`config.mk`:
```
export PLATFORM = sky130hd
export DESIGN_NAME = mflm_cmd_fifo
export DESIGN_NICKNAME = d
export VERILOG_FILES = /design/src/hw/rtl/mflm_pkg.sv /design/src/hw/rtl/mflm_cmd_fifo.sv
export SDC_FILE = /design/constraint.sdc
export NUM_CORES = 1
export LEC_CHECK = 0
export BUFFER_PORTS_ARGS = -buffer_cell sky130_fd_sc_hd__buf_2
export CAP_MARGIN = 15
export CORE_ASPECT_RATIO = 1.1
export CORE_MARGIN = 3
export CORE_UTILIZATION = 45
export CTS_CLUSTER_SIZE = 25
export DETAILED_ROUTE_END_ITERATION = 16
export PLACE_DENSITY = 0.8
export SETUP_SLACK_MARGIN = 0.3
export SLEW_MARGIN = 20
export SYNTH_ARGS = -nofsm -noshare
export SYNTH_HDL_FRONTEND = slang
export SYNTH_SLANG_ARGS = --single-unit
```
`constraint.sdc`:
```
create_clock -name clock -period 4.5 [get_ports clock]
set_clock_uncertainty 0.1 [all_clocks]
set_input_delay 0 -clock clock [delete_from_list [all_inputs] [get_ports clock]]
set_output_delay 0 -clock clock [all_outputs]
set_load 0.05 [all_outputs]
```
`src/hw/rtl/mflm_pkg.sv`:
```
`timescale 1ns / 1ps
package mflm_pkg;

   localparam int DEFAULT_PORT_COUNT  = 4;
   localparam int DEFAULT_QUEUE_DEPTH = 128;

   localparam int ADDR_W        = 48;
   localparam int TAG_W         = 16;
   localparam int TICK_W        = 32;
   localparam int DELAY_W       = 10;
   localparam int LIMIT_W       = 3;
   localparam int PORT_FIELD_W  = 2;
   // widest port index over the supported port counts
   localparam int PORT_IDX_W    = 4;
   localparam int CSR_INDEX_W   = 1;
   localparam int CSR_DATA_W    = 10;
   localparam int CMD_DEPTH     = 2;

   localparam logic [CSR_INDEX_W-1:0] CSR_READ_DELAY = 1'd0;
   localparam logic [CSR_INDEX_W-1:0] CSR_ACCEPTS    = 1'd1;

   localparam logic [DELAY_W-1:0] READ_DELAY_RESET = 10'd80;
   localparam logic [LIMIT_W-1:0] ACCEPTS_RESET    = 3'd4;

   localparam logic REQ_TYPE_PORT = 1'b0;
   localparam logic REQ_TYPE_TICK = 1'b1;

   localparam logic [1:0] KIND_READ_RSP  = 2'd0;
   localparam logic [1:0] KIND_REJECT    = 2'd1;
   localparam logic [1:0] KIND_TICK_DONE = 2'd2;

   typedef struct packed {
      logic                    req_type;
      logic [PORT_FIELD_W-1:0] port;
      logic                    write_flag;
      logic [ADDR_W-1:0]       mem_addr;
      logic [TAG_W-1:0]        tag;
   } req_item_type;

   typedef struct packed {
      logic [1:0]              kind;
      logic [PORT_FIELD_W-1:0] dest_port;
      logic [ADDR_W-1:0]       resp_addr;
      logic [TAG_W-1:0]        resp_tag;
      logic                    idle;
      logic                    last;
   } rsp_item_type;

   // work handed from the front to the back
   typedef struct packed {
      logic                    is_tick;
      logic [PORT_FIELD_W-1:0] port;
      logic [TICK_W-1:0]       tick;
   } cmd_type;

   typedef struct packed {
      logic [PORT_IDX_W-1:0] port;
      logic [TICK_W-1:0]     due;
      logic [ADDR_W-1:0]     addr;
      logic [TAG_W-1:0]      tag;
   } q_entry_type;

   typedef struct packed {
      logic        valid;
      q_entry_type entry;
   } q_push_type;

   typedef struct packed {
      logic idle;
      logic full;
   } back_status_type;

endpackage

```
`src/hw/rtl/mflm_cmd_fifo.sv`:
```
`timescale 1ns / 1ps
module mflm_cmd_fifo (
   input  logic              clock,
   input  logic              reset,
   input  logic              push,
   input  mflm_pkg::cmd_type push_data,
   output logic              full,
   input  logic              pop,
   output mflm_pkg::cmd_type pop_data,
   output logic              empty
);
   import mflm_pkg::*;

   localparam int PTR_W = (CMD_DEPTH > 1) ? $clog2(CMD_DEPTH) : 1;

   cmd_type          mem_ff [CMD_DEPTH];
   logic [PTR_W-1:0] wr_ff, wr_in;
   logic [PTR_W-1:0] rd_ff, rd_in;
   logic [PTR_W:0]   cnt_ff, cnt_in;
   logic             do_push, do_pop;

   assign full     = (cnt_ff == (PTR_W+1)'(CMD_DEPTH));
   assign empty    = (cnt_ff == '0);
   assign do_push  = push && !full;
   assign do_pop   = pop && !empty;
   assign pop_data = mem_ff[rd_ff];

   always_comb begin
      wr_in  = wr_ff;
      rd_in  = rd_ff;
      cnt_in = cnt_ff;
      if (do_push) begin
         wr_in = (wr_ff == PTR_W'(CMD_DEPTH - 1)) ? '0 : wr_ff + 1'b1;
      end
      if (do_pop) begin
         rd_in = (rd_ff == PTR_W'(CMD_DEPTH - 1)) ? '0 : rd_ff + 1'b1;
      end
      if (do_push && !do_pop) begin
         cnt_in = cnt_ff + 1'b1;
      end else if (do_pop && !do_push) begin
         cnt_in = cnt_ff - 1'b1;
      end
   end

   always_ff @(posedge clock) begin
      if (reset) begin
         wr_ff  <= '0;
         rd_ff  <= '0;
         cnt_ff <= '0;
      end else begin
         wr_ff  <= wr_in;
         rd_ff  <= rd_in;
         cnt_ff <= cnt_in;
      end
   end

   always_ff @(posedge clock) begin
      if (do_push) begin
         mem_ff[wr_ff] <= push_data;
      end
   end

endmodule

```
==> results by group <==
Timing
  – Worst slew pin tran: 0.512 ns
  – Final Slew Violations: 0
  – Min Tclk post-route: 2.09 ns
  – Final setup vio count: 0
  – Crit share post-route: roughly 47%
  – Worst slew margin: between 60 and 70%
  – Max Fclk: about 0.48 GHz
  – Setup TNS: 0 ns
  – RSZ-0062 raised after global routing: false
  – Hold_ws: a little over 0.2 ns
  – Hold Vio Cnt, Final: 0

Critical path
  – Data arrival, critical path: between 1.5 and 2 ns
  – Reg-to-Reg Start: cnt_ff[1]
  – Crit Path Max Fanout: 24
  – Startpoint Class: flop
  – Worst Path Required: ~4.4 ns
  – Kind of end point of the critical path: primary output
  – Critical setup path kind: flop to primary output

Placed design
  – RePlAce Congestion: just over 0.7
  – Buffers on Ports: between 70 and 80
  – Hpwl dp: between 3 and 4 mm

Global routing
  – Gr ovfl total: 0
  – Global-route usage over all layers: roughly 15%
  – Initial antenna violation count: 0
  – First-pass GRT wire length: about 8.0 mm
  – Largest net degree at the start of global routing: 36
  – Vias in the first global route: ~1700

Clock network
  – Root buf cell: clkbuf_8
  – Hold_buf cts: 38
  – Worst-path clk slew: around 0.07 ns
  – # Post-CTS Setup Buffers: 0
  – Clk buf depth: 2
  – Post-CTS resize count: 0
  – CTS tree: yes
  – CTS Sinks: 75
  – Num CTS Buffers: 9
  – H-tree levels: 3
  – Clock latency on the worst-skew pair: between 0.3 and 0.4 ns

Logic synthesis
  – Sequential area share after synthesis: between 80% and 90%
  – Syn Area/Cell: around 20 µm²
  – Netlist cell types: 13
  – Mapped Cells: around 130
  – Post-Syn Area: 2730 µm²
  – Yosys warns: 0
  – Synth Register Bits: 75
  – Mapped Nets: around 170

Routing
  – Wirelength per Cell: approximately 15 µm
  – Drt total wl: between 5 and 6 mm
  – DRT antenna net count: 0
  – Drt first pass iters: 4
  – Routed vias: 1598
  – Iteration-0 DRC count of the detailed router: between 80 and 90
  – Via/cell ratio: roughly 4.7
  – DRC violations left: 0

Die
  – CORE AREA: a little under 6000 µm²
  – Die ar.: about 7000 µm²
  – Die width: between 80 and 90 µm
  – Ports: 76
  – Initial core utilization: roughly 47%
  – Die Height: between 80 and 90 µm
  – Row count: 29

Power
  – Max IR drop VDD: approximately 0.00033 V
  – Leak: 0.00145 µW
  – Power Dens Cells: ~600 nW/µm²
  – Total power draw: between 2000 and 2500 µW

Finish
  – Antenna cells: 0
  – Share of cells above drive strength 1: approximately 50%
  – Total Nets Final: 297
  – Layout Area Growth over Synthesis: 38.0%

Hold path
  – Worst hold-check path type: input port to flop
  – HP Start: push

Status
  – Status: finished, final reports clean

Flow run
  – Max_cap viols: 0
-- registers in the layout, indices dropped and copies added, names as in the netlist, named ones only --
name / cells
rd_ff: 1
mem_ff: 70
cnt_ff: 2
wr_ff: 1
-- where the power goes --
part | switching (µW) | internal, µW | leakage, µW | total (µW)
sequential | 42.1 | 878 | 0.000695 | 920
combinational | 590 | 249 | 0.000659 | 838
clock | 221 | 251 | 0.0000935 | 472
-- critical path, cell delays in order, from the launching register on --
cell and delay (ns):
dfxtp_1 0.64, buf_4 0.41, mux2_2 0.39, buf_2 0.21
-- routing by layer --
layer	share of wire, %	up-vias	track usage (%)
li1	-	766	-
met1	41	761	17.8
met2	51	56	26.4
met3	4.5	15	2.88
met4	3.4	0	9.98
met5	0	-	0
-- cell type report --
| cell class | count | area (µm²) |
|---|---|---|
| Inverter | 2 | 7.51 |
| Multi-Input combinational cell | 53 | 504 |
| Clock buffer | 10 | 128 |
| Clock inverter | 6 | 56.3 |
| Timing Repair Buffer | 116 | 778 |
| Fill cell | 404 | 2070 |
| Sequential cell | 75 | 2200 |
| Tap cell | 77 | 96.3 |
-- path summary, 6_finish.rpt --
path | end | cells past startpoint | slack, ns
max | pop_data[12] | 3 | 2.41
min | cnt_ff[0] | 6 | 0.20
max reg2reg | mem_ff[0][13] | 4 | 2.72
min reg2reg | flop | 2 | 0.42
-- synthesized netlist by cell type --
master | number | share of area, %
buf_2 | 4 | 0.73
o21ai_0 | 3 | 0.55
and2_1 | 1 | 0.23
mux2_2 | 35 | 14
dfxtp_1 | 5 | 3.7
ha_1 | 1 | 0.46
nor2b_2 | 1 | 0.32
a21oi_1 | 2 | 0.37
xor2_1 | 3 | 0.96
inv_1 | 2 | 0.27
nor2_1 | 5 | 0.69
or3_1 | 2 | 0.46
edfxtp_1 | 70 | 77
-- per-stage QoR --
step | worst slack [ns] | instances | area, µm² | utilization [%]
detailed placement | 2.70 | 285 | 3210 | 54.9
finish | 2.41 | 339 | 3770 | 64.6
floorplan | 2.39 | 134 | 2730 | -
global route | 2.30 | 339 | 3770 | 64.6
global placement | 2.73 | 285 | 3210 | 54.9
CTS | 2.37 | 339 | 3770 | 64.6
-- placed cells by master, fill, tap and decap left out, drive strengths merged --
master / synthesis / layout
buf: 4 / 78
edfxtp: 70 / 70
dlygate4sd3: 0 / 38
mux2: 35 / 35
clkbuf: 0 / 10
nor2: 5 / 5
dfxtp: 5 / 5
clkinv: 0 / 4
o21ai: 3 / 3
xor2: 3 / 3
inv: 2 / 2
or3: 2 / 2
a21oi: 2 / 2
nor2b: 1 / 1
and2: 1 / 1
ha: 1 / 1
clkinvlp: 0 / 1
bufinv: 0 / 1
-- cell families after synthesis --
family	synth area share [%]
buffers and inverters	1.01
flip-flops	80.5
adder cells (fa/ha/maj)	0.458
multiplexers	14.4
XOR/XNOR	0.961
AO/OA/AOI/OAI	0.915
AND/OR/NAND/NOR	1.69
Power figures use the tool's default switching activity.
