## src/hw/rtl/mflm_pkg.sv

```systemverilog
`timescale 1ns / 1ps
package mflm_pkg;

   localparam int DEFAULT_PORT_COUNT  = 4;
   localparam int DEFAULT_QUEUE_DEPTH = 128;

   localparam int ADDR_W        = 48;
   localparam int TAG_W         = 16;
   localparam int TICK_W        = 32;
   localparam int DELAY_W       = 10;
   localparam int LIMIT_W       = 3;
   localparam int PORT_FIELD_W  = 2;
   // widest port index over the supported port counts
   localparam int PORT_IDX_W    = 4;
   localparam int CSR_INDEX_W   = 1;
   localparam int CSR_DATA_W    = 10;
   localparam int CMD_DEPTH     = 2;

   localparam logic [CSR_INDEX_W-1:0] CSR_READ_DELAY = 1'd0;
   localparam logic [CSR_INDEX_W-1:0] CSR_ACCEPTS    = 1'd1;

   localparam logic [DELAY_W-1:0] READ_DELAY_RESET = 10'd80;
   localparam logic [LIMIT_W-1:0] ACCEPTS_RESET    = 3'd4;

   localparam logic REQ_TYPE_PORT = 1'b0;
   localparam logic REQ_TYPE_TICK = 1'b1;

   localparam logic [1:0] KIND_READ_RSP  = 2'd0;
   localparam logic [1:0] KIND_REJECT    = 2'd1;
   localparam logic [1:0] KIND_TICK_DONE = 2'd2;

   typedef struct packed {
      logic                    req_type;
      logic [PORT_FIELD_W-1:0] port;
      logic                    write_flag;
      logic [ADDR_W-1:0]       mem_addr;
      logic [TAG_W-1:0]        tag;
   } req_item_type;

   typedef struct packed {
      logic [1:0]              kind;
      logic [PORT_FIELD_W-1:0] dest_port;
      logic [ADDR_W-1:0]       resp_addr;
      logic [TAG_W-1:0]        resp_tag;
      logic                    idle;
      logic                    last;
   } rsp_item_type;

   // work handed from the front to the back
   typedef struct packed {
      logic                    is_tick;
      logic [PORT_FIELD_W-1:0] port;
      logic [TICK_W-1:0]       tick;
   } cmd_type;

   typedef struct packed {
      logic [PORT_IDX_W-1:0] port;
      logic [TICK_W-1:0]     due;
      logic [ADDR_W-1:0]     addr;
      logic [TAG_W-1:0]      tag;
   } q_entry_type;

   typedef struct packed {
      logic        valid;
      q_entry_type entry;
   } q_push_type;

   typedef struct packed {
      logic idle;
      logic full;
   } back_status_type;

endpackage

```

## src/hw/rtl/mflm_front.sv

```systemverilog
`timescale 1ns / 1ps
module mflm_front #(
   parameter int PORT_COUNT = mflm_pkg::DEFAULT_PORT_COUNT
) (
   input  logic                                  clock,
   input  logic                                  reset,
   input  logic                                  req_valid,
   output logic                                  req_ready,
   input  mflm_pkg::req_item_type                req_payload,
   input  logic [mflm_pkg::DELAY_W-1:0]          read_delay,
   input  logic [mflm_pkg::LIMIT_W-1:0]          accepts_per_tick,
   input  mflm_pkg::back_status_type             back_status,
   input  logic                                  cmd_full,
   input  logic                                  cmd_empty,
   output logic                                  cmd_push,
   output mflm_pkg::cmd_type                     cmd_data,
   output mflm_pkg::q_push_type                  q_push
);
   import mflm_pkg::*;

   localparam int PORT_W = (PORT_COUNT > 1) ? $clog2(PORT_COUNT) : 1;
   localparam int CNT_W  = (PORT_W + 1 > LIMIT_W) ? PORT_W + 1 : LIMIT_W;

   localparam logic [1:0] F_IDLE = 2'd0;
   localparam logic [1:0] F_WAIT = 2'd1;
   localparam logic [1:0] F_SCAN = 2'd2;

   logic [1:0]          state_ff, state_in;
   logic [PORT_COUNT-1:0] slot_valid_ff, slot_valid_in;
   logic [PORT_COUNT-1:0] slot_write_ff, slot_write_in;
   logic [ADDR_W-1:0]   slot_addr_ff [PORT_COUNT];
   logic [TAG_W-1:0]    slot_tag_ff  [PORT_COUNT];
   logic [PORT_W-1:0]   grant_ff, grant_in;
   logic [TICK_W-1:0]   tick_ff, tick_in;
   logic [PORT_W-1:0]   scan_ff, scan_in;
   logic [CNT_W-1:0]    taken_ff, taken_in;

   logic              accept;
   logic              port_in_range;
   logic [PORT_W-1:0] req_idx;
   logic              slot_fill;
   logic [PORT_W-1:0] visit;
   logic              visit_valid, visit_write;
   logic              take, push_read, stop;
   logic [CNT_W-1:0]  taken_next;

   assign req_ready     = (state_ff == F_IDLE) && !cmd_full;
   assign accept        = req_valid && req_ready;
   assign req_idx       = PORT_W'(req_payload.port);
   assign port_in_range = (int'(req_payload.port) < PORT_COUNT);
   assign slot_fill     = accept && (req_payload.req_type == REQ_TYPE_PORT) && port_in_range
                          && !slot_valid_ff[req_idx];

   // one round-robin visit per cycle
   assign visit       = (grant_ff == PORT_W'(PORT_COUNT - 1)) ? '0 : grant_ff + 1'b1;
   assign visit_valid = slot_valid_ff[visit];
   assign visit_write = slot_write_ff[visit];
   assign take        = visit_valid && (visit_write || !back_status.full);
   assign push_read   = visit_valid && !visit_write && !back_status.full;
   assign taken_next  = taken_ff + CNT_W'(take);
   // a limit of zero never matches, so it places no limit
   assign stop        = (take && (taken_next == CNT_W'(accepts_per_tick)))
                        || (scan_ff == PORT_W'(PORT_COUNT - 1));

   always_comb begin
      q_push.valid       = (state_ff == F_SCAN) && push_read;
      q_push.entry.port  = PORT_IDX_W'(visit);
      q_push.entry.due   = tick_ff + TICK_W'(read_delay);
      q_push.entry.addr  = slot_addr_ff[visit];
      q_push.entry.tag   = slot_tag_ff[visit];
   end

   always_comb begin
      state_in      = state_ff;
      slot_valid_in = slot_valid_ff;
      slot_write_in = slot_write_ff;
      grant_in      = grant_ff;
      tick_in       = tick_ff;
      scan_in       = scan_ff;
      taken_in      = taken_ff;
      cmd_push      = 1'b0;
      cmd_data      = '0;
      unique case (state_ff)
         F_IDLE: begin
            if (accept) begin
               if (req_payload.req_type == REQ_TYPE_TICK) begin
                  state_in = F_WAIT;
               end else if (port_in_range) begin
                  if (slot_valid_ff[req_idx]) begin
                     cmd_push      = 1'b1;
                     cmd_data.port = req_payload.port;
                  end else begin
                     slot_valid_in[req_idx] = 1'b1;
                     slot_write_in[req_idx] = req_payload.write_flag;
                  end
               end
            end
         end
         F_WAIT: begin
            // queue occupancy must be final before intake
            if (back_status.idle && cmd_empty) begin
               state_in = F_SCAN;
               scan_in  = '0;
               taken_in = '0;
            end
         end
         F_SCAN: begin
            grant_in = visit;
            scan_in  = scan_ff + 1'b1;
            taken_in = taken_next;
            if (take) begin
               slot_valid_in[visit] = 1'b0;
            end
            if (stop) begin
               cmd_push         = 1'b1;
               cmd_data.is_tick = 1'b1;
               cmd_data.tick    = tick_ff;
               tick_in          = tick_ff + 1'b1;
               state_in         = F_IDLE;
            end
         end
         default: begin
            state_in = F_IDLE;
         end
      endcase
   end

   always_ff @(posedge clock) begin
      if (reset) begin
         state_ff      <= F_IDLE;
         slot_valid_ff <= '0;
         slot_write_ff <= '0;
         grant_ff      <= PORT_W'(PORT_COUNT - 1);
         tick_ff       <= '0;
         scan_ff       <= '0;
         taken_ff      <= '0;
      end else begin
         state_ff      <= state_in;
         slot_valid_ff <= slot_valid_in;
         slot_write_ff <= slot_write_in;
         grant_ff      <= grant_in;
         tick_ff       <= tick_in;
         scan_ff       <= scan_in;
         taken_ff      <= taken_in;
      end
   end

   always_ff @(posedge clock) begin
      if (slot_fill) begin
         slot_addr_ff[req_idx] <= req_payload.mem_addr;
         slot_tag_ff[req_idx]  <= req_payload.tag;
      end
   end

endmodule

```

## config.mk

```make
export PLATFORM = sky130hd
export DESIGN_NAME = mflm_front
export DESIGN_NICKNAME = d
export VERILOG_FILES = /design/src/hw/rtl/mflm_pkg.sv /design/src/hw/rtl/mflm_front.sv
export SDC_FILE = /design/constraint.sdc
export NUM_CORES = 1
export LEC_CHECK = 0
export ABC_AREA = 1
export BUFFER_PORTS_ARGS = -buffer_cell sky130_fd_sc_hd__buf_2
export CORE_MARGIN = 2
export CORE_UTILIZATION = 45
export DETAILED_ROUTE_END_ITERATION = 10
export PLACE_DENSITY = 0.66
export SYNTH_ARGS = -nofsm -noshare
export SYNTH_HDL_FRONTEND = slang
export SYNTH_SLANG_ARGS = --single-unit
```

## constraint.sdc

```tcl
create_clock -name clock -period 7 [get_ports clock]
set_clock_uncertainty 0.05 [all_clocks]
set_input_delay 0.35 -clock clock [delete_from_list [all_inputs] [get_ports clock]]
set_output_delay 0.35 -clock clock [all_outputs]
set_load 0.02 [all_outputs]
```

==> impl_metrics.env <==
export IMPL_ctsResizeCount=0
export IMPL_synth_fa_ha_area_share_pct=1.70
export IMPL_synth_area_leader_cell="edfxtp_1"
export IMPL_io_buffers=223
export IMPL_std_cell_rows=63
export IMPL_clk_latency_ns=0.54
export IMPL_drc=0
export IMPL_cts_hold_buf=64
export IMPL_ir_drop_v=0.000269
export IMPL_setup_violations=0
export IMPL_drive_gt1_share_pct=19.5
export IMPL_synth_xor_area_share_pct=2.82
export IMPL_dpl_cell_area_sq_mm=0.0150
export IMPL_cts_root_buf="clkbuf_16"
export IMPL_num_io_pins=226
export IMPL_first_pass_iters=5
export IMPL_start_util_pct=45.9
export IMPL_cp_end_kind="primary output"
export IMPL_core_area_sq_mm=0.0298
export IMPL_htreeDepth=1
export IMPL_nNetsFinal=1704
export IMPL_cts_setup_buffers=0
export IMPL_die_x_microns=178
export IMPL_cap_violations=0
export IMPL_synth_cell_types=39
export IMPL_synth_top_area_share_pct=56.2
export IMPL_pre_cts_ws_ns=2.76
export IMPL_synth_compound_area_share_pct=10.5
export IMPL_synthToLayoutAreaGrowth_pct=21.4
export IMPL_die_area_sq_mm=0.0318
export IMPL_grtUsageTotal_pct=20.3
export IMPL_maxSlewHeadroom_pct=24.6
export IMPL_avgSynthCellArea_sq_um=10.2
export IMPL_startpoint_type="register"
export IMPL_yosys_mux_area_fraction_pct=0
export IMPL_clock_fmax_mhz=210
export IMPL_nFillCells=2599
export IMPL_synth_top_family_by_area="simple AND/OR/NAND/NOR gates"
export IMPL_hold_path_class="primary input to register"
export IMPL_synth_simple_area_share_pct=16.8
export IMPL_yosysSeqAreaShare_pct=63.4
export IMPL_wirelength_mm=33.0
export IMPL_design_area_sq_mm=0.0166
export IMPL_critPathKind="register to primary output"
export IMPL_antenna_found_initial=3
export IMPL_report_final_slew_viol_count=0
export IMPL_first_global_vias=9746
export IMPL_critPathArrivalTime_ns=4.36
export IMPL_synthesis_instances=1338
export IMPL_power_density_mw_per_mm2=221
export IMPL_cts_tree="yes"
export IMPL_dr_wl_met3_mm=2.64
export IMPL_multi_input_area_sq_mm=0.00437
export IMPL_ys_warn_count=0
export IMPL_grt_overflow_total=0
export IMPL_grt_pass1_wl_mm=50.8
export IMPL_place_gp_congestion=0.920
export IMPL_grt_max_degree=108
export IMPL_status="finished, final reports clean"
export IMPL_clk_pin_slew_worst_paths_ns=0.06
export IMPL_synth_area_leaders="edfxtp_1 (56%), dfxtp_1 (7.2%), nor2_1 (6.2%)"
export IMPL_highest_layer="met4"
export IMPL_finalHoldViolCount=0
export IMPL_cp_required_ns=6.60
export IMPL_rsz0062_at_grt="false"
export IMPL_post_route_min_period_ns=4.76
export IMPL_critical_path_peak_fanout=68
export IMPL_ant_nets=0
export IMPL_setup_ws_ns=2.24
export IMPL_tns_ns=0
export IMPL_first_iter_violations=801
export IMPL_ys_ff_latch=305
export IMPL_fp_dieH_microns=178
export IMPL_register_area_sq_mm=0.00867
export IMPL_cts_sinks=305
export IMPL_syn_area_sq_mm=0.0137
export IMPL_wl_met2_mm=15.7
export IMPL_vias=10400
export IMPL_clock_path_buffers=3
export IMPL_power_leakage_nw=6.24
export IMPL_vias_per_cell=5.18
export IMPL_timing_final_crit_share_pct=67.9
export IMPL_drt_met1_wl_mm=14.1
export IMPL_numCtsBuffers=30
export IMPL_wire_per_inst_microns=16.4
export IMPL_worst_pin_slew_ns=1.13
export IMPL_dp_hpwl_mm=20.2
-- cell usage after synthesis --
cell type / instances
buf_1: 1
nand3_1: 65
o21ai_0: 143
buf_2: 10
or2_2: 2
nor4_1: 1
dfxtp_1: 49
o21bai_1: 1
nor3_2: 1
clkbuf_1: 46
a21oi_1: 54
a211oi_1: 1
ha_1: 17
nor2_1: 226
o22ai_1: 64
nand3b_1: 1
nor2_4: 5
buf_4: 7
xnor2_1: 3
buf_6: 3
nor2_2: 11
a21o_1: 1
nand2_8: 1
nand2_4: 2
nand2_1: 211
o21ai_1: 3
clkbuf_2: 2
nand2_2: 5
o211ai_1: 1
nor3_1: 6
edfxtp_1: 256
inv_2: 5
nand4_1: 4
conb_1: 1
xor2_1: 41
nand3_2: 4
fa_1: 1
inv_1: 82
or2_1: 1
-- sequential cells by signal, summed over array words and instances, names as in the netlist --
| signal | count |
|---|---|
| slot_addr_ff | 192 |
| slot_tag_ff | 64 |
| tick_ff | 32 |
| slot_valid_ff | 4 |
| slot_write_ff | 4 |
| taken_ff | 3 |
| grant_ff | 2 |
| scan_ff | 2 |
| state_ff | 2 |
-- cell usage in the layout (no fill, tap or decap), types with 41 or more instances in the layout --
master | Yosys | final
a21oi_1 | 54 | 54
buf_2 | 10 | 223
dfxtp_1 | 49 | 49
dlygate4sd3_1 | 0 | 64
edfxtp_1 | 256 | 256
inv_1 | 82 | 78
nand2_1 | 211 | 211
nand3_1 | 65 | 65
nor2_1 | 226 | 226
o21ai_0 | 143 | 143
o22ai_1 | 64 | 64
xor2_1 | 41 | 41
-- worst paths after layout --
path	depth (start not counted)	slack, ns	start	to
hold / removal	3	0.05	req_payload[64]	slot_write_ff[2]$_SDFFE_PP0P_
setup / recovery	16	2.24	grant_ff[0]$_SDFFE_PP1P_	cmd_data[17]
hold reg to reg	2	0.40	slot_write_ff[0]$_SDFFE_PP0P_	slot_write_ff[0]$_SDFFE_PP0P_
setup reg to reg	17	3.13	grant_ff[0]$_SDFFE_PP1P_	tick_ff[1]$_SDFFE_PP0P_
-- worst max-delay path: stages, from the launching register on --
cell     delay [ns]
dfxtp_1        0.45
inv_2          0.10
ha_2           0.34
buf_4          0.59
nand3_1        0.22
nand3_2        0.14
nand2_1        0.05
nor2_1         0.09
ha_1           0.25
xnor2_1        0.15
nand2_1        0.06
nor2_1         0.13
nand3_2        0.12
nand2_4        0.34
nand2_8        0.34
nor2_1         0.21
buf_2          0.19
-- where the power goes --
| group | switching [mW] | total, mW | internal (mW) |
|---|---|---|---|
| logic | 0.116 | 0.190 | 0.0738 |
| registers | 0.00480 | 1.99 | 1.99 |
| clock network | 0.640 | 1.48 | 0.845 |
-- kinds of logic after synthesis --
logic type	count (synthesis)
simple gates	546
other cells	1
fa+ha+maj	18
flops	305
xor+xnor	44
buf+inv	156
compound gates	268
-- through the flow --
step	power [mW]	instances	hold WS (ns)	utilization [%]
2_1_floorplan	2.11	1339	0.379	-
3_3_place_gp	2.19	1892	0.392	50.5
3_5_place_dp	2.19	1892	0.398	50.5
4_1_cts	3.69	2010	0.0361	55.7
5_1_grt	3.78	2012	0.0537	55.7
6_report	3.67	2013	0.0529	55.7
-- layout make-up --
class / instances / share of cell area (%)
antenna: 3 / 0.0452
clock buffer: 39 / 4.86
clock inverter: 15 / 0.648
inverter: 87 / 1.97
multi-input combinational: 878 / 26.3
sequential: 305 / 52.2
tap: 390 / 2.94
timing repair buffer: 296 / 11.0
-- metal layers --
metal  up-vias  GRT usage (%)
li1       5140              -
met1      4898           26.5
met2       346           34.8
met3        44           4.52
met4         0           4.17
met5         -              0
No activity file was read; power rests on OpenSTA's default activity.
